--- src/design/assert_macros.svh ---
// Assertion macros used by the allocator core.
`ifndef ASSERT_MACROS_SVH
`define ASSERT_MACROS_SVH

// The consequent must hold in the same cycle as the antecedent.
`define CHK_SAME(lbl, ante, cons) \
    lbl: assert property (@(posedge clk) disable iff (!rst_n) (ante) |-> (cons)) \
        else $error("check failed: lbl");

// The consequent must hold in the cycle after the antecedent.
`define CHK_NEXT(lbl, ante, cons) \
    lbl: assert property (@(posedge clk) disable iff (!rst_n) (ante) |=> (cons)) \
        else $error("check failed: lbl");

`endif

--- src/design/bra_pkg.sv ---
`default_nettype none

package bra_pkg;

    localparam int MAP_BITS  = 1024;
    localparam int WORD_BITS = 64;
    localparam int SIZE_W    = 11;
    localparam int NUM_W     = 10;
    localparam int CFG_IDX_W = 2;

    localparam logic [SIZE_W-1:0] COUNT_MAX   = '1;
    localparam logic [SIZE_W-1:0] GROW_RESET  = 11'd64;

    localparam logic [CFG_IDX_W-1:0] CFG_INITIAL_SIZE = 2'd0;
    localparam logic [CFG_IDX_W-1:0] CFG_GROW_SIZE    = 2'd1;
    localparam logic [CFG_IDX_W-1:0] CFG_MAX_SIZE     = 2'd2;

    typedef enum logic [1:0] {
        OP_ALLOC   = 2'd0,
        OP_FREE    = 2'd1,
        OP_RESERVE = 2'd2,
        OP_QUERY   = 2'd3
    } op_t;

    typedef enum logic [1:0] {
        STAT_OK      = 2'd0,
        STAT_BUSY    = 2'd1,
        STAT_NOGROW  = 2'd2,
        STAT_WASFREE = 2'd3
    } status_t;

    typedef enum logic [2:0] {
        S_IDLE,
        S_LOOK,
        S_SCAN,
        S_GROW,
        S_DONE
    } state_t;

endpackage

`default_nettype wire

--- src/design/bra_if.sv ---
`default_nettype none

interface bra_req_if;
    logic                       valid;
    logic                       ready;
    bra_pkg::op_t               operation;
    logic [bra_pkg::NUM_W-1:0]  number;

    modport source (output valid, output operation, output number, input ready);
    modport sink   (input valid, input operation, input number, output ready);
endinterface

interface bra_rsp_if;
    logic                       valid;
    logic                       ready;
    bra_pkg::status_t           status;
    logic [bra_pkg::NUM_W-1:0]  granted_number;
    logic                       is_allocated;

    modport source (output valid, output status, output granted_number,
                    output is_allocated, input ready);
    modport sink   (input valid, input status, input granted_number,
                    input is_allocated, output ready);
endinterface

`default_nettype wire

--- src/design/bra_ram.sv ---
`default_nettype none

module bra_ram #(
    parameter int WIDTH = 64,
    parameter int DEPTH = 16
) (
    input  wire logic                                   clk,
    input  wire logic                                   we,
    input  wire logic [(DEPTH > 1 ? $clog2(DEPTH) : 1)-1:0] waddr,
    input  wire logic [WIDTH-1:0]                       wdata,
    input  wire logic [(DEPTH > 1 ? $clog2(DEPTH) : 1)-1:0] raddr,
    output logic      [WIDTH-1:0]                       rdata
);

    logic [WIDTH-1:0] mem [DEPTH];

    always_ff @(posedge clk)
    begin
        if (we)
        begin
            mem[waddr] <= wdata;
        end
        rdata <= mem[raddr];
    end

endmodule

`default_nettype wire

--- src/design/bra_scan.sv ---
`default_nettype none

// Finds the lowest clear bit of one map word whose resource number lies in [lo, hi).
module bra_scan #(
    parameter int WORD_BITS = 64,
    parameter int SW        = 11
) (
    input  wire logic [WORD_BITS-1:0]         word,
    input  wire logic [SW-1:0]                base,
    input  wire logic [SW-1:0]                lo,
    input  wire logic [SW-1:0]                hi,
    output logic                              found,
    output logic [$clog2(WORD_BITS)-1:0]      offset
);

    always_comb
    begin
        logic [SW:0] idx;
        found  = 1'b0;
        offset = '0;
        idx    = '0;
        for (int b = WORD_BITS - 1; b >= 0; b--)
        begin
            idx = {1'b0, base} + (SW+1)'(b);
            if (!word[b] && idx >= {1'b0, lo} && idx < {1'b0, hi})
            begin
                found  = 1'b1;
                offset = ($clog2(WORD_BITS))'(b);
            end
        end
    end

endmodule

`default_nettype wire

--- src/design/bitmap_resource_allocator_core.sv ---
// Free, reserve and query pass from the accepted beat through S_LOOK and S_DONE into the
// result register; a reserve that extends the map passes through S_GROW for each growth step.
// Allocate reads the map words of its search in turn in S_SCAN (at most two
// passes over MAP_BITS/WORD_BITS words), plus one growth step if it extends the map.
// One item is in work at a time; the next beat is taken once the result register loads.
// Reset and any write to the initial, grow or max size register clear the map at once through per-word valid bits.
`default_nettype none

module bitmap_resource_allocator_core #(
    parameter int MAP_BITS  = bra_pkg::MAP_BITS,
    parameter int WORD_BITS = bra_pkg::WORD_BITS
) (
    input  wire logic                            clk,
    input  wire logic                            rst_n,
    input  wire logic                            cfg_we,
    input  wire logic [bra_pkg::CFG_IDX_W-1:0]   cfg_index,
    input  wire logic [bra_pkg::SIZE_W-1:0]      cfg_data,
    bra_req_if.sink                              req,
    bra_rsp_if.source                            rsp
);

    `include "assert_macros.svh"

    localparam int NW = MAP_BITS / WORD_BITS;
    localparam int RW = (NW > 1) ? $clog2(NW) : 1;
    localparam int BW = $clog2(WORD_BITS);
    localparam int CW = bra_pkg::SIZE_W;
    localparam int NUMW = bra_pkg::NUM_W;
    localparam int SW = ($clog2(MAP_BITS + 1) > CW) ? $clog2(MAP_BITS + 1) : CW;
    localparam logic [SW-1:0] MAP_SZ   = SW'(MAP_BITS);
    localparam logic [SW:0]   W_SZ     = (SW+1)'(WORD_BITS);
    localparam logic [SW:0]   W_MASK   = (SW+1)'(WORD_BITS - 1);

    bra_pkg::state_t   state_reg, state_next;
    logic [CW-1:0]     init_reg, init_next, grow_reg, grow_next, max_reg, max_next;
    logic [SW-1:0]     trk_reg, trk_next, ff_reg, ff_next, nf_reg, nf_next;
    logic [CW-1:0]     res_cnt_reg, res_cnt_next, alc_cnt_reg, alc_cnt_next;
    logic [NW-1:0]     vld_reg, vld_next;
    logic              rsp_vld_reg, rsp_vld_next;

    bra_pkg::op_t      op_reg, op_next;
    logic [NUMW-1:0]   num_reg, num_next;
    logic [SW-1:0]     base_reg, base_next, lo_reg, lo_next, hi_reg, hi_next;
    logic              pass2_reg, pass2_next;
    logic [WORD_BITS-1:0] word_reg, word_next;
    logic [SW-1:0]     sz_reg, sz_next, tgt_reg, tgt_next;
    bra_pkg::status_t  st_reg, st_next, rsp_st_reg, rsp_st_next;
    logic [NUMW-1:0]   gnt_reg, gnt_next, rsp_gnt_reg, rsp_gnt_next;
    logic              isa_reg, isa_next, rsp_isa_reg, rsp_isa_next;
    logic              rvld_reg;

    logic              ram_we;
    logic [RW-1:0]     ram_waddr, ram_raddr;
    logic [WORD_BITS-1:0] ram_wdata, ram_rdata, eff;

    logic [SW-1:0]     lim, lim_new, hi2;
    logic [SW:0]       init_sum, init_rnd, grow_sum, grow_rnd, g, nb;
    logic [SW+1:0]     grow_step;
    logic              p2_go, full, accept, cfg_hit;
    logic [SW-1:0]     n_ext, found_num;
    logic              n_in_map, n_bit, n_inr;
    logic              sc_found;
    logic [BW-1:0]     sc_off;

    bra_ram #(
        .WIDTH (WORD_BITS),
        .DEPTH (NW)
    ) u_map (
        .clk   (clk),
        .we    (ram_we),
        .waddr (ram_waddr),
        .wdata (ram_wdata),
        .raddr (ram_raddr),
        .rdata (ram_rdata)
    );

    assign eff = rvld_reg ? ram_rdata : '0;

    bra_scan #(
        .WORD_BITS (WORD_BITS),
        .SW        (SW)
    ) u_scan (
        .word   (eff),
        .base   (base_reg),
        .lo     (lo_reg),
        .hi     (hi_reg),
        .found  (sc_found),
        .offset (sc_off)
    );

    assign accept    = req.valid && req.ready;
    assign req.ready = (state_reg == bra_pkg::S_IDLE);
    assign cfg_hit   = cfg_we && (cfg_index == bra_pkg::CFG_INITIAL_SIZE
                                  || cfg_index == bra_pkg::CFG_GROW_SIZE
                                  || cfg_index == bra_pkg::CFG_MAX_SIZE);

    assign rsp.valid          = rsp_vld_reg;
    assign rsp.status         = rsp_st_reg;
    assign rsp.granted_number = rsp_gnt_reg;
    assign rsp.is_allocated   = rsp_isa_reg;

    assign lim = (max_reg == '0 || SW'(max_reg) > MAP_SZ) ? MAP_SZ : SW'(max_reg);
    assign lim_new = (max_next == '0 || SW'(max_next) > MAP_SZ) ? MAP_SZ : SW'(max_next);
    assign init_sum = (SW+1)'(init_next) + W_MASK;
    assign init_rnd = init_sum & ~W_MASK;
    assign grow_sum = (SW+1)'(grow_reg) + W_MASK;
    assign grow_rnd = grow_sum & ~W_MASK;
    assign g = (grow_rnd == '0) ? W_SZ : grow_rnd;
    assign grow_step = (SW+2)'(sz_reg) + (SW+2)'(g);
    assign hi2 = (nf_reg < trk_reg) ? nf_reg : trk_reg;
    assign p2_go = ff_reg < hi2;
    assign full = (max_reg != '0)
                  && (({1'b0, res_cnt_reg} + {1'b0, alc_cnt_reg}) >= {1'b0, max_reg});
    assign n_ext = SW'(num_reg);
    assign n_in_map = n_ext < MAP_SZ;
    assign n_bit = n_in_map && eff[num_reg[BW-1:0]];
    assign n_inr = n_ext < trk_reg;
    assign nb = {1'b0, base_reg} + W_SZ;
    assign found_num = base_reg | SW'(sc_off);

    always_comb
    begin
        init_next    = init_reg;
        grow_next    = grow_reg;
        max_next     = max_reg;
        if (cfg_hit)
        begin
            unique case (cfg_index)
                bra_pkg::CFG_INITIAL_SIZE: init_next = cfg_data;
                bra_pkg::CFG_GROW_SIZE:    grow_next = cfg_data;
                default:                   max_next  = cfg_data;
            endcase
        end
    end

    always_comb
    begin
        state_next   = state_reg;
        trk_next     = trk_reg;
        ff_next      = ff_reg;
        nf_next      = nf_reg;
        res_cnt_next = res_cnt_reg;
        alc_cnt_next = alc_cnt_reg;
        vld_next     = vld_reg;
        rsp_vld_next = rsp_vld_reg;
        op_next      = op_reg;
        num_next     = num_reg;
        base_next    = base_reg;
        lo_next      = lo_reg;
        hi_next      = hi_reg;
        pass2_next   = pass2_reg;
        word_next    = word_reg;
        sz_next      = sz_reg;
        tgt_next     = tgt_reg;
        st_next      = st_reg;
        gnt_next     = gnt_reg;
        isa_next     = isa_reg;
        rsp_st_next  = rsp_st_reg;
        rsp_gnt_next = rsp_gnt_reg;
        rsp_isa_next = rsp_isa_reg;
        ram_we       = 1'b0;
        ram_waddr    = RW'(num_reg >> BW);
        ram_wdata    = eff;
        ram_raddr    = RW'(nf_reg >> BW);

        if (rsp_vld_reg && rsp.ready)
        begin
            rsp_vld_next = 1'b0;
        end

        unique case (state_reg)
            bra_pkg::S_IDLE:
            begin
                if (accept)
                begin
                    op_next  = req.operation;
                    num_next = req.number;
                    st_next  = bra_pkg::STAT_OK;
                    gnt_next = '0;
                    isa_next = 1'b0;
                    if (req.operation != bra_pkg::OP_ALLOC)
                    begin
                        ram_raddr  = RW'(req.number >> BW);
                        state_next = bra_pkg::S_LOOK;
                    end
                    else if (full)
                    begin
                        st_next    = bra_pkg::STAT_BUSY;
                        state_next = bra_pkg::S_DONE;
                    end
                    else if (nf_reg < trk_reg)
                    begin
                        base_next  = SW'({1'b0, nf_reg} & ~W_MASK);
                        lo_next    = nf_reg;
                        hi_next    = trk_reg;
                        pass2_next = 1'b0;
                        ram_raddr  = RW'(nf_reg >> BW);
                        state_next = bra_pkg::S_SCAN;
                    end
                    else if (p2_go)
                    begin
                        base_next  = SW'({1'b0, ff_reg} & ~W_MASK);
                        lo_next    = ff_reg;
                        hi_next    = hi2;
                        pass2_next = 1'b1;
                        ram_raddr  = RW'(ff_reg >> BW);
                        state_next = bra_pkg::S_SCAN;
                    end
                    else if (trk_reg >= lim)
                    begin
                        st_next    = bra_pkg::STAT_NOGROW;
                        state_next = bra_pkg::S_DONE;
                    end
                    else
                    begin
                        tgt_next   = trk_reg;
                        sz_next    = trk_reg;
                        word_next  = '0;
                        state_next = bra_pkg::S_GROW;
                    end
                end
            end

            bra_pkg::S_LOOK:
            begin
                state_next = bra_pkg::S_DONE;
                ram_wdata  = eff;
                unique case (op_reg)
                    bra_pkg::OP_FREE:
                    begin
                        if (!n_inr || !n_bit)
                        begin
                            st_next = bra_pkg::STAT_WASFREE;
                        end
                        else
                        begin
                            ram_we = 1'b1;
                            ram_wdata[num_reg[BW-1:0]] = 1'b0;
                            if (n_ext < ff_reg)
                            begin
                                ff_next = n_ext;
                            end
                            if (alc_cnt_reg != '0)
                            begin
                                alc_cnt_next = alc_cnt_reg - 1'b1;
                            end
                        end
                    end
                    bra_pkg::OP_RESERVE:
                    begin
                        if (n_inr && n_bit)
                        begin
                            st_next = bra_pkg::STAT_BUSY;
                        end
                        else if (!n_inr)
                        begin
                            if (n_ext >= lim)
                            begin
                                st_next = bra_pkg::STAT_NOGROW;
                            end
                            else
                            begin
                                word_next  = eff;
                                sz_next    = trk_reg;
                                tgt_next   = n_ext;
                                state_next = bra_pkg::S_GROW;
                            end
                        end
                        else
                        begin
                            ram_we = 1'b1;
                            ram_wdata[num_reg[BW-1:0]] = 1'b1;
                            if (res_cnt_reg != bra_pkg::COUNT_MAX)
                            begin
                                res_cnt_next = res_cnt_reg + 1'b1;
                            end
                        end
                    end
                    bra_pkg::OP_QUERY:
                    begin
                        isa_next = n_inr && n_bit;
                    end
                    bra_pkg::OP_ALLOC:
                    begin
                        st_next = bra_pkg::STAT_OK;
                    end
                endcase
            end

            bra_pkg::S_SCAN:
            begin
                if (sc_found)
                begin
                    ram_we    = 1'b1;
                    ram_waddr = RW'(base_reg >> BW);
                    ram_wdata = eff;
                    ram_wdata[sc_off] = 1'b1;
                    if (pass2_reg)
                    begin
                        ff_next = found_num + 1'b1;
                    end
                    nf_next = found_num + 1'b1;
                    if (alc_cnt_reg != bra_pkg::COUNT_MAX)
                    begin
                        alc_cnt_next = alc_cnt_reg + 1'b1;
                    end
                    gnt_next   = NUMW'(found_num);
                    state_next = bra_pkg::S_DONE;
                end
                else if (nb < {1'b0, hi_reg})
                begin
                    base_next = SW'(nb);
                    ram_raddr = RW'(nb >> BW);
                end
                else if (!pass2_reg && p2_go)
                begin
                    base_next  = SW'({1'b0, ff_reg} & ~W_MASK);
                    lo_next    = ff_reg;
                    hi_next    = hi2;
                    pass2_next = 1'b1;
                    ram_raddr  = RW'(ff_reg >> BW);
                end
                else if (trk_reg >= lim)
                begin
                    st_next    = bra_pkg::STAT_NOGROW;
                    state_next = bra_pkg::S_DONE;
                end
                else
                begin
                    tgt_next   = trk_reg;
                    sz_next    = trk_reg;
                    word_next  = '0;
                    state_next = bra_pkg::S_GROW;
                end
            end

            bra_pkg::S_GROW:
            begin
                if (grow_step > (SW+2)'(tgt_reg))
                begin
                    trk_next  = (grow_step > (SW+2)'(lim)) ? lim : SW'(grow_step);
                    ram_we    = 1'b1;
                    ram_waddr = RW'(tgt_reg >> BW);
                    ram_wdata = word_reg;
                    ram_wdata[tgt_reg[BW-1:0]] = 1'b1;
                    if (op_reg == bra_pkg::OP_ALLOC)
                    begin
                        ff_next  = tgt_reg + 1'b1;
                        nf_next  = tgt_reg + 1'b1;
                        gnt_next = NUMW'(tgt_reg);
                        if (alc_cnt_reg != bra_pkg::COUNT_MAX)
                        begin
                            alc_cnt_next = alc_cnt_reg + 1'b1;
                        end
                    end
                    else if (res_cnt_reg != bra_pkg::COUNT_MAX)
                    begin
                        res_cnt_next = res_cnt_reg + 1'b1;
                    end
                    state_next = bra_pkg::S_DONE;
                end
                else
                begin
                    sz_next = SW'(grow_step);
                end
            end

            bra_pkg::S_DONE:
            begin
                if (!rsp_vld_reg || rsp.ready)
                begin
                    rsp_vld_next = 1'b1;
                    rsp_st_next  = st_reg;
                    rsp_gnt_next = gnt_reg;
                    rsp_isa_next = isa_reg;
                    state_next   = bra_pkg::S_IDLE;
                end
            end

            default:
            begin
                state_next = bra_pkg::S_IDLE;
            end
        endcase

        if (ram_we)
        begin
            vld_next[ram_waddr] = 1'b1;
        end

        if (cfg_hit)
        begin
            vld_next     = '0;
            trk_next     = (init_rnd > {1'b0, lim_new}) ? lim_new : SW'(init_rnd);
            ff_next      = '0;
            nf_next      = '0;
            res_cnt_next = '0;
            alc_cnt_next = '0;
        end
    end

    always_ff @(posedge clk or negedge rst_n)
    begin
        if (!rst_n)
        begin
            state_reg   <= bra_pkg::S_IDLE;
            init_reg    <= '0;
            grow_reg    <= bra_pkg::GROW_RESET;
            max_reg     <= '0;
            trk_reg     <= '0;
            ff_reg      <= '0;
            nf_reg      <= '0;
            res_cnt_reg <= '0;
            alc_cnt_reg <= '0;
            vld_reg     <= '0;
            rsp_vld_reg <= 1'b0;
        end
        else
        begin
            state_reg   <= state_next;
            init_reg    <= init_next;
            grow_reg    <= grow_next;
            max_reg     <= max_next;
            trk_reg     <= trk_next;
            ff_reg      <= ff_next;
            nf_reg      <= nf_next;
            res_cnt_reg <= res_cnt_next;
            alc_cnt_reg <= alc_cnt_next;
            vld_reg     <= vld_next;
            rsp_vld_reg <= rsp_vld_next;
        end
    end

    always_ff @(posedge clk)
    begin
        op_reg      <= op_next;
        num_reg     <= num_next;
        base_reg    <= base_next;
        lo_reg      <= lo_next;
        hi_reg      <= hi_next;
        pass2_reg   <= pass2_next;
        word_reg    <= word_next;
        sz_reg      <= sz_next;
        tgt_reg     <= tgt_next;
        st_reg      <= st_next;
        gnt_reg     <= gnt_next;
        isa_reg     <= isa_next;
        rsp_st_reg  <= rsp_st_next;
        rsp_gnt_reg <= rsp_gnt_next;
        rsp_isa_reg <= rsp_isa_next;
        rvld_reg    <= vld_reg[ram_raddr];
    end

    `CHK_SAME(a_trk_in_limit, 1'b1, trk_reg <= lim)
    `CHK_SAME(a_hint_order, 1'b1, ff_reg <= nf_reg && nf_reg <= trk_reg)
    `CHK_SAME(a_write_state, ram_we, state_reg == bra_pkg::S_LOOK
                                     || state_reg == bra_pkg::S_SCAN
                                     || state_reg == bra_pkg::S_GROW)
    `CHK_NEXT(a_done_to_rsp, state_reg == bra_pkg::S_DONE && state_next == bra_pkg::S_IDLE,
              rsp_vld_reg)

endmodule

`default_nettype wire

--- src/flat_wrapper.sv ---
// flat-port wrapper written by rule: the top's interface ports become plain ports
module bitmap_resource_allocator_core_flat 
#(
    parameter int MAP_BITS  = bra_pkg::MAP_BITS,
    parameter int WORD_BITS = bra_pkg::WORD_BITS
)
  (clk, rst_n, cfg_we, cfg_index, cfg_data, req_valid, req_operation, req_number, req_ready, rsp_valid, rsp_status, rsp_granted_number, rsp_is_allocated, rsp_ready);
  bra_req_if req_i ();
  bra_rsp_if rsp_i ();
  input  wire logic clk;
  input  wire logic rst_n;
  input  wire logic cfg_we;
  input  wire logic [bra_pkg::CFG_IDX_W-1:0] cfg_index;
  input  wire logic [bra_pkg::SIZE_W-1:0] cfg_data;
  input wire logic [$bits(req_i.valid)-1:0] req_valid;
  input wire logic [$bits(req_i.operation)-1:0] req_operation;
  input wire logic [$bits(req_i.number)-1:0] req_number;
  output wire logic [$bits(req_i.ready)-1:0] req_ready;
  output wire logic [$bits(rsp_i.valid)-1:0] rsp_valid;
  output wire logic [$bits(rsp_i.status)-1:0] rsp_status;
  output wire logic [$bits(rsp_i.granted_number)-1:0] rsp_granted_number;
  output wire logic [$bits(rsp_i.is_allocated)-1:0] rsp_is_allocated;
  input wire logic [$bits(rsp_i.ready)-1:0] rsp_ready;
  assign req_i.valid = req_valid;
  assign req_i.operation = req_operation;
  assign req_i.number = req_number;
  assign req_ready = req_i.ready;
  assign rsp_valid = rsp_i.valid;
  assign rsp_status = rsp_i.status;
  assign rsp_granted_number = rsp_i.granted_number;
  assign rsp_is_allocated = rsp_i.is_allocated;
  assign rsp_i.ready = rsp_ready;
  bitmap_resource_allocator_core #(.MAP_BITS(MAP_BITS), .WORD_BITS(WORD_BITS)) u_core (.clk(clk), .rst_n(rst_n), .cfg_we(cfg_we), .cfg_index(cfg_index), .cfg_data(cfg_data), .req(req_i), .rsp(rsp_i));
endmodule
--- config.mk ---
export PLATFORM = sky130hd
export DESIGN_NAME = bitmap_resource_allocator_core_flat
export DESIGN_NICKNAME = d
export VERILOG_FILES = /design/src/design/bra_pkg.sv /design/src/design/bra_if.sv /design/src/design/bra_ram.sv /design/src/design/bra_scan.sv /design/src/design/bitmap_resource_allocator_core.sv /design/src/flat_wrapper.sv
export VERILOG_INCLUDE_DIRS = /design/src /design/src/design
export SDC_FILE = /design/constraint.sdc
export NUM_CORES = 2
export LEC_CHECK = 0
export BUFFER_PORTS_ARGS = -buffer_cell sky130_fd_sc_hd__buf_2
export CORE_AREA = 3 3 403 405
export CTS_BUF_LIST = sky130_fd_sc_hd__clkbuf_16
export DETAILED_ROUTE_END_ITERATION = 6
export DIE_AREA = 0 0 406 408
export PLACE_DENSITY = 0.78
export SYNTH_ARGS = -nofsm -noshare
export SYNTH_HDL_FRONTEND = slang
export SYNTH_HIERARCHICAL = 1
export SYNTH_SLANG_ARGS = --single-unit
--- constraint.sdc ---
create_clock -name clk -period 32.7 [get_ports clk]
set_input_delay 1.635 -clock clk [delete_from_list [all_inputs] [get_ports clk]]
set_output_delay 1.635 -clock clk [all_outputs]
set_load 0.02 [all_outputs]
# --- Word-level counts from Yosys, hierarchy flattened ---
# Memory sizes are Yosys's and may differ from the RTL's. A register that Yosys moved wholly into a read port is not among the register bits.
# Index checks and enable logic that the tools add are counted.
word_totals:
  ramBits: 1024
  wordCells: 895
  mem_count: 1
  reg_bits: 267
mem_list:
  columns: ["memory", "depth", "width", "rd", "rd_ports_with_merged_regs", "write_ports", "line", "rtl"]
  rows:
  - ["u_core.u_map.mem", 16, 64, 1, 1, 1, "bra_ram.sv:15", "logic [WIDTH-1:0] mem [DEPTH];"]
op_classes:
  n_eq_ne: 51
  n_reduce_logical: 250
  add_sub_neg: 73
  mux: 335
  order_cmp: 151
  n_bitwise: 7
op_table:
  columns: ["op", "count"]
  rows:
  - ["$mux W64", 19]
  - ["$mux W11", 88]
  - ["$ge A12 B11 Y1", 64]
  - ["$lt A12 B11 Y1", 64]
  - ["$add A11 B6 Y12 const B", 34]
  - ["$mux W6", 64]
  - ["$pmux W64 S3", 2]
  - ["$add A11 B5 Y12 const B", 16]
  - ["$or A64 B64 Y64", 3]
  - ["$logic_and A1 B1 Y1", 139]
  - ["$pmux W64 S2", 1]
  - ["$pmux W11 S2", 5]
  - ["$pmux W11 S3", 3]
  - ["$add A11 B4 Y12 const B", 8]
  - ["$mux W1", 90]
  - ["$logic_not A1 Y1", 68]
  - ["$and A64 B64 Y64", 1]
  - ["$not A64 Y64", 1]
  - ["$add A11 B3 Y12 const B", 4]
  - ["$mux W3", 15]
  - ["$add A11 B1 Y11 const B", 4]
  - ["$pmux W11 S4", 1]
  - ["$mux W10", 4]
  - ["$mux W4", 10]
  - ["66 further kinds", 159]

# --- Longest topological paths before layout ---
logic_depth:
  depth_word: 77
  depth_mapped: 34
  mapped_depth_nobuf: 29

# --- Hierarchy ---
# The synthesis kept the hierarchy.
by_module_without_submodules:
  columns: ["module", "seq_area_each_um2", "area_per_inst_um2", "n_inst", "cells_per_inst"]
  rows:
  - ["bra_ram", 32030.7, 39581.7, 1, 1647]
  - ["bra_scan", 0.0, 27059.7, 1, 3470]
  - ["bitmap_resource_allocator_core", 7288.2, 20530.9, 1, 2432]

# --- Worst setup path before layout ---
# OpenSTA, ideal clock, no wires.
synth_timing:
  path_type: "register to register"
  from: "reg u_core.base_reg[7]"
  to: "reg u_core.tgt_reg[0] (enable)"
  synth_period_minus_slack_ps: 12491
  required_ps: 32012
  setup_time_ps: 688
  path_slack_ps: 20209
  path_stages_with_launch: 18
  t_arrival_ps: 11803
  path_cell_list: "edfxtp_1 -> clkbuf_1 -> clkbuf_1 -> buf_1 -> xor2_1 -> ha_1 -> o21a_1 -> o211ai_1 -> nor3b_1 -> a2111o_1 -> and2_1 -> or4b_2 -> nor4_2 -> nand4b_1 -> inv_1 -> a21oi_1 -> a2111o_1 -> nor4_1"
synth_via:
  elab_chain_len: 70
  elab_cells_between_ends: 388
  classes_between: "64 x add/sub; 129 x order compare; 2 x eq/ne; 64 x mux; 129 x reduce/logical"
synth_lines:
  columns: ["item", "line", "rtl"]
  rows:
  - ["start, declared", "bitmap_resource_allocator_core.sv:43", "logic [SW-1:0] base_reg, base_next, lo_reg, lo_next, hi_reg, hi_next;"]
  - ["start signal, assigned", "bitmap_resource_allocator_core.sv:438", "base_reg <= base_next;"]
  - ["$add A11 B6 Y12", "bra_scan.sv:24", "idx = {1'b0, base} + (SW+1)'(b);"]
  - ["$ge A12 B11 Y1", "bra_scan.sv:25", "if (!word[b] && idx >= {1'b0, lo} && idx < {1'b0, hi})"]
  - ["$logic_and A1 B1 Y1 (2 in a row)", "bra_scan.sv:25", null]
  - ["$mux W1 (63 in a row)", "bra_scan.sv:25", null]
  - ["$mux W1 *", "bra_scan.sv:25", null]
  - ["net u_core.sc_found", "bitmap_resource_allocator_core.sv:62", "logic sc_found;"]
  - ["$ne A2 B2 Y1 (no source line) *", null, null]
  - ["$reduce_and A13 Y1 (no source line) *", null, null]
  - ["end signal, assigned", "bitmap_resource_allocator_core.sv:444", "tgt_reg <= tgt_next;"]
  - ["end, declared", "bitmap_resource_allocator_core.sv:46", "logic [SW-1:0] sz_reg, sz_next, tgt_reg, tgt_next;"]
# Mark *: on every way through the listed nets, which the timed path passes. The rest lies on a longest branch.
# A chain may end at the register's enable or synchronous reset.

# --- Worst setup path after layout ---
layout_timing:
  from: "reg u_core.base_reg[7]"
  to: "reg u_core.u_map.rdata[6], read port of u_core.u_map.mem"
layout_via:
  elab_chain_len: 70
  elab_cells_between_ends: 388
  classes_between: "64 x add/sub; 129 x order compare; 67 x mux; 128 x reduce/logical"
layout_lines:
  columns: ["item", "line", "rtl"]
  rows:
  - ["$add A11 B6 Y12", "bra_scan.sv:24", null]
  - ["$ge A12 B11 Y1", "bra_scan.sv:25", null]
  - ["$logic_and A1 B1 Y1 (2 in a row)", "bra_scan.sv:25", null]
  - ["$mux W1 (63 in a row)", "bra_scan.sv:25", null]
  - ["$mux W1 *", "bra_scan.sv:25", null]
  - ["net u_core.sc_found", "bitmap_resource_allocator_core.sv:62", null]
  - ["$mux W4 *", "bitmap_resource_allocator_core.sv:292", "if (sc_found)"]
  - ["$pmux W4 S2 *", "bitmap_resource_allocator_core.sv:171", "unique case (state_reg)"]
  - ["net u_core.ram_raddr[0]", "bitmap_resource_allocator_core.sv:53", "logic [RW-1:0] ram_waddr, ram_raddr;"]
  - ["end, declared", "bra_ram.sv:12", "output logic [WIDTH-1:0] rdata"]
# Marked as above.

==> results_dict.tcl <==
set metrics [dict create \
    global_route.overflow_total 0 \
    crit_top_cell "buf_4" \
    ys_warn_count 6 \
    report.final.slew_viol_count 116 \
    failed_checks "design-rule violations, max-slew violations" \
    areaGrowthSynthToFinish_pct 8.81 \
    swShare 0.427 \
    global_route.usage.total 0.393 \
    clock_power_share 0.215 \
    switchingPower_mw 3.16 \
    ant_nets 0 \
    synthAdderAreaFrac 0.151 \
    place_congestion 1.06 \
    status "finished with violations" \
    coreArea_um2 159000 \
    synthArstFlopShare 0.0801 \
    synth.cell_area_um2 87200 \
    grt_antenna_before_repair 32 \
    combPwrFrac 0.463 \
    p_int_mw 4.25 \
    clockBufferDepth 3 \
    synth_mux_area_frac 0.0792 \
    nNetsFinal 8689 \
    period_needed_ns 9.98 \
    synth_top_family_by_area "compound AO/OA/AOI/OAI gates" \
    pin_count 45 \
    vdd_drop_max_v 0.000120 \
    clock_skew_ns 0.0675 \
    ys.flop_type "edfxtp_1" \
    slowest_delay_ns 0.81 \
    synth_cell_type_count 110 \
    cts-resized-gates 0 \
    hold_path_class "register to register" \
    drive_gt1_frac 0.109 \
    place_area_um2 90200 \
    p_per_area_nw_per_um2 78.0 \
    p_leak_nw 36.6 \
    fmax_mhz 100 \
    die_w_um 406 \
    grt_pass1_vias 69100 \
    drt_wl_total_um 332000 \
    syn_avg_cell_area_um2 11.5 \
    whs_ns 0.374 \
    slew_headroom -1.43 \
    largest_register_ffs 1024 \
    dr.first_iter.drc_count 9903 \
    crit_path_start_kind "register" \
    finalSetupTns_ns 0 \
    min_period_over_period 0.305 \
    ys_ff_latch 1349 \
    synthTopCellsByArea "edfxtp_1 (41%), ha_1 (15%), mux4_2 (6.6%), a21oi_1 (3.2%), dfrtp_1 (3.1%)" \
    max_cap_violations 0 \
    cts_setup_buffers 0 \
    die_h_um 408 \
    worst-path-max-fanout 116 \
    drt-pass1-iter-count 7 \
    ys_seq_area_frac 0.451 \
    cts.reportedPaths.clkPinSlew_ns 0.07 \
    grt_pass1_wl_um 475000 \
    hold_viol_final 0 \
    htree_levels 4 \
    die-area_um2 166000 \
    worst_slew_pin_slew_ns 3.65 \
    synth-simple-area-share 0.0941 \
    std_cell_rows 146 \
    clkLatencyLatePin_ns 0.80 \
    synth_edf_count 1176 \
    grt_start_max_net_pins 117 \
    cp.arrival_ns 10.62 \
    synth-compound-area-share 0.153 \
    crit_path_top_delay_cell "buf_4" \
    crit_chain "buf_4 -> buf_4 -> xnor2_1 -> ha_1 -> o21a_1 -> o22a_1 -> nand4_1 -> o22ai_1 -> o22ai_1 -> nand2_1 -> or3b_2 -> nor3_1 -> nand4b_1 -> buf_4 -> nor3_1 -> o311a_1 -> a31oi_1 -> nand3_1 -> or2_4 -> buf_4 -> buf_12 -> mux4_2 -> a22oi_1 -> nand2_1" \
    crit_required_ns 33.35 \
    dpl.hpwl_um 213000 \
    vias_per_cell 7.16 \
    final_area_um2 94900 \
    wire_per_inst_um 33.9 \
    worstSetupPathType "register to register" \
    numPortBuffers 44 \
    start_util 0.549 \
    netlist_instances 7549 \
    synth_top_area_share 0.405 \
    synth_top_area_cell "edfxtp_1" \
    cp-end-kind "register" \
    drc 3 \
    rsz0062_at_grt "false" \
    cts-buffers-inserted 131 \
    hold_buffers 0 \
    cts.sinks 1349 \
    cts_tree "built" \
    synth-xor-area-share 0.0431 \
    setup_violations 0 \
    p_seq_frac 0.323 \
    num_vias 70100 \
    root_buffer "clkbuf_16" \
]
## power by group through the flow
stage / Clock, mW / Sequential (mW) / Combinational [mW]
after floorplan: 0 / 2.33 / 2.18
after global placement: 0 / 2.40 / 3.13
after detailed placement: 0 / 2.40 / 3.21
after CTS: 1.60 / 2.38 / 3.25
after global routing: 1.66 / 2.40 / 3.63
final: 1.59 / 2.39 / 3.42
## final cells by class
type / instances / area (µm²)
Fill cell: 12200 / 63900
Multi-Input combinational cell: 5652 / 45900
Sequential cell: 1349 / 39300
Clock buffer: 133 / 3330
Tap cell: 2072 / 2590
Timing Repair Buffer: 202 / 1490
Clock inverter: 109 / 1200
Inverter: 272 / 1030
Antenna cell: 10 / 25.0
## routing by layer
metal,track usage,vias to the layer above,part of all wire,wire [µm]
met3,0.112,1448,0.13,42200
met5,0,-,0.00060,200
met2,0.594,5250,0.44,145000
met4,0.248,32,0.077,25600
met1,0.498,34100,0.36,119000
li1,-,29300,-,-
## through the flow
step	total power [mW]	setup slack, ns	instances	utilization
6_report	7.40	22.72	9799	0.598
5_1_grt	7.69	22.19	9789	0.597
4_1_cts	7.23	22.86	9782	0.597
3_5_place_dp	5.61	23.06	9540	0.568
3_3_place_gp	5.53	23.36	9540	0.568
2_1_floorplan	4.51	20.21	7602	-
## path summary, 6_finish.rpt
kind / start / to / slack (ns) / cells after the start
max: u_core/base_reg[7]$_DFFE_PP_ / u_core/u_map/rdata[6]$_DFF_P_ / 22.72 / 24
min: u_core/gnt_reg[7]$_SDFFCE_PP0P_ / u_core/rsp.granted_number[7]$_DFFE_PP_ / 0.37 / 0
max reg2reg: u_core/base_reg[7]$_DFFE_PP_ / u_core/u_map/rdata[6]$_DFF_P_ / 22.72 / 24
min reg2reg: u_core/gnt_reg[7]$_SDFFCE_PP0P_ / u_core/rsp.granted_number[7]$_DFFE_PP_ / 0.37 / 0
max in group asynchronous: rst_n / u_core/ff_reg[6]$_DFFE_PN0P_ / 30.45 / 2
min in group asynchronous: rst_n / u_core/alc_cnt_reg[4]$_DFFE_PN0P_ / 0.91 / 1
## critical path, delay by kind of cell, from the launching register on
family	cells	cell delay, ns
DFF	1	0.57
muxes	1	0.64
AOI/OAI and AO/OA	7	1.56
buffers and inverters	5	3.19
adders and majority gates	1	0.28
xor gates and xnor gates	1	0.24
and+or+nand+nor	9	2.92
## cells in the mapped netlist (130+ instances only)
cell type	count
edfxtp_1	1176
clkbuf_1	212
a21o_1	148
inv_1	270
o21ai_0	362
a21oi_1	554
a22oi_1	139
nor2_1	483
nand2_1	510
ha_1	1048
xor2_1	163
mux4_2	257
nand3_1	130
xnor2_1	264
## kinds of logic (layout without fill, tap and decap cells)
group,after synthesis,count (layout)
compound gates,2034,2034
xor+xnor,428,428
fa+ha+maj,1051,1051
buf+inv,601,716
flops,1349,1349
mux,356,356
other cells,1,64
simple gates,1729,1729
## layout by cell type, fill, tap and decap left out, drive strengths merged, types with 164 or more instances in the layout
| master | n |
|---|---|
| mux4 | 261 |
| nand2 | 510 |
| buf | 202 |
| ha | 1048 |
| xnor2 | 264 |
| a21oi | 556 |
| inv | 298 |
| xor2 | 164 |
| nor2 | 483 |
| edfxtp | 1176 |
| o21ai | 374 |
(Power assumes the default switching activity.)
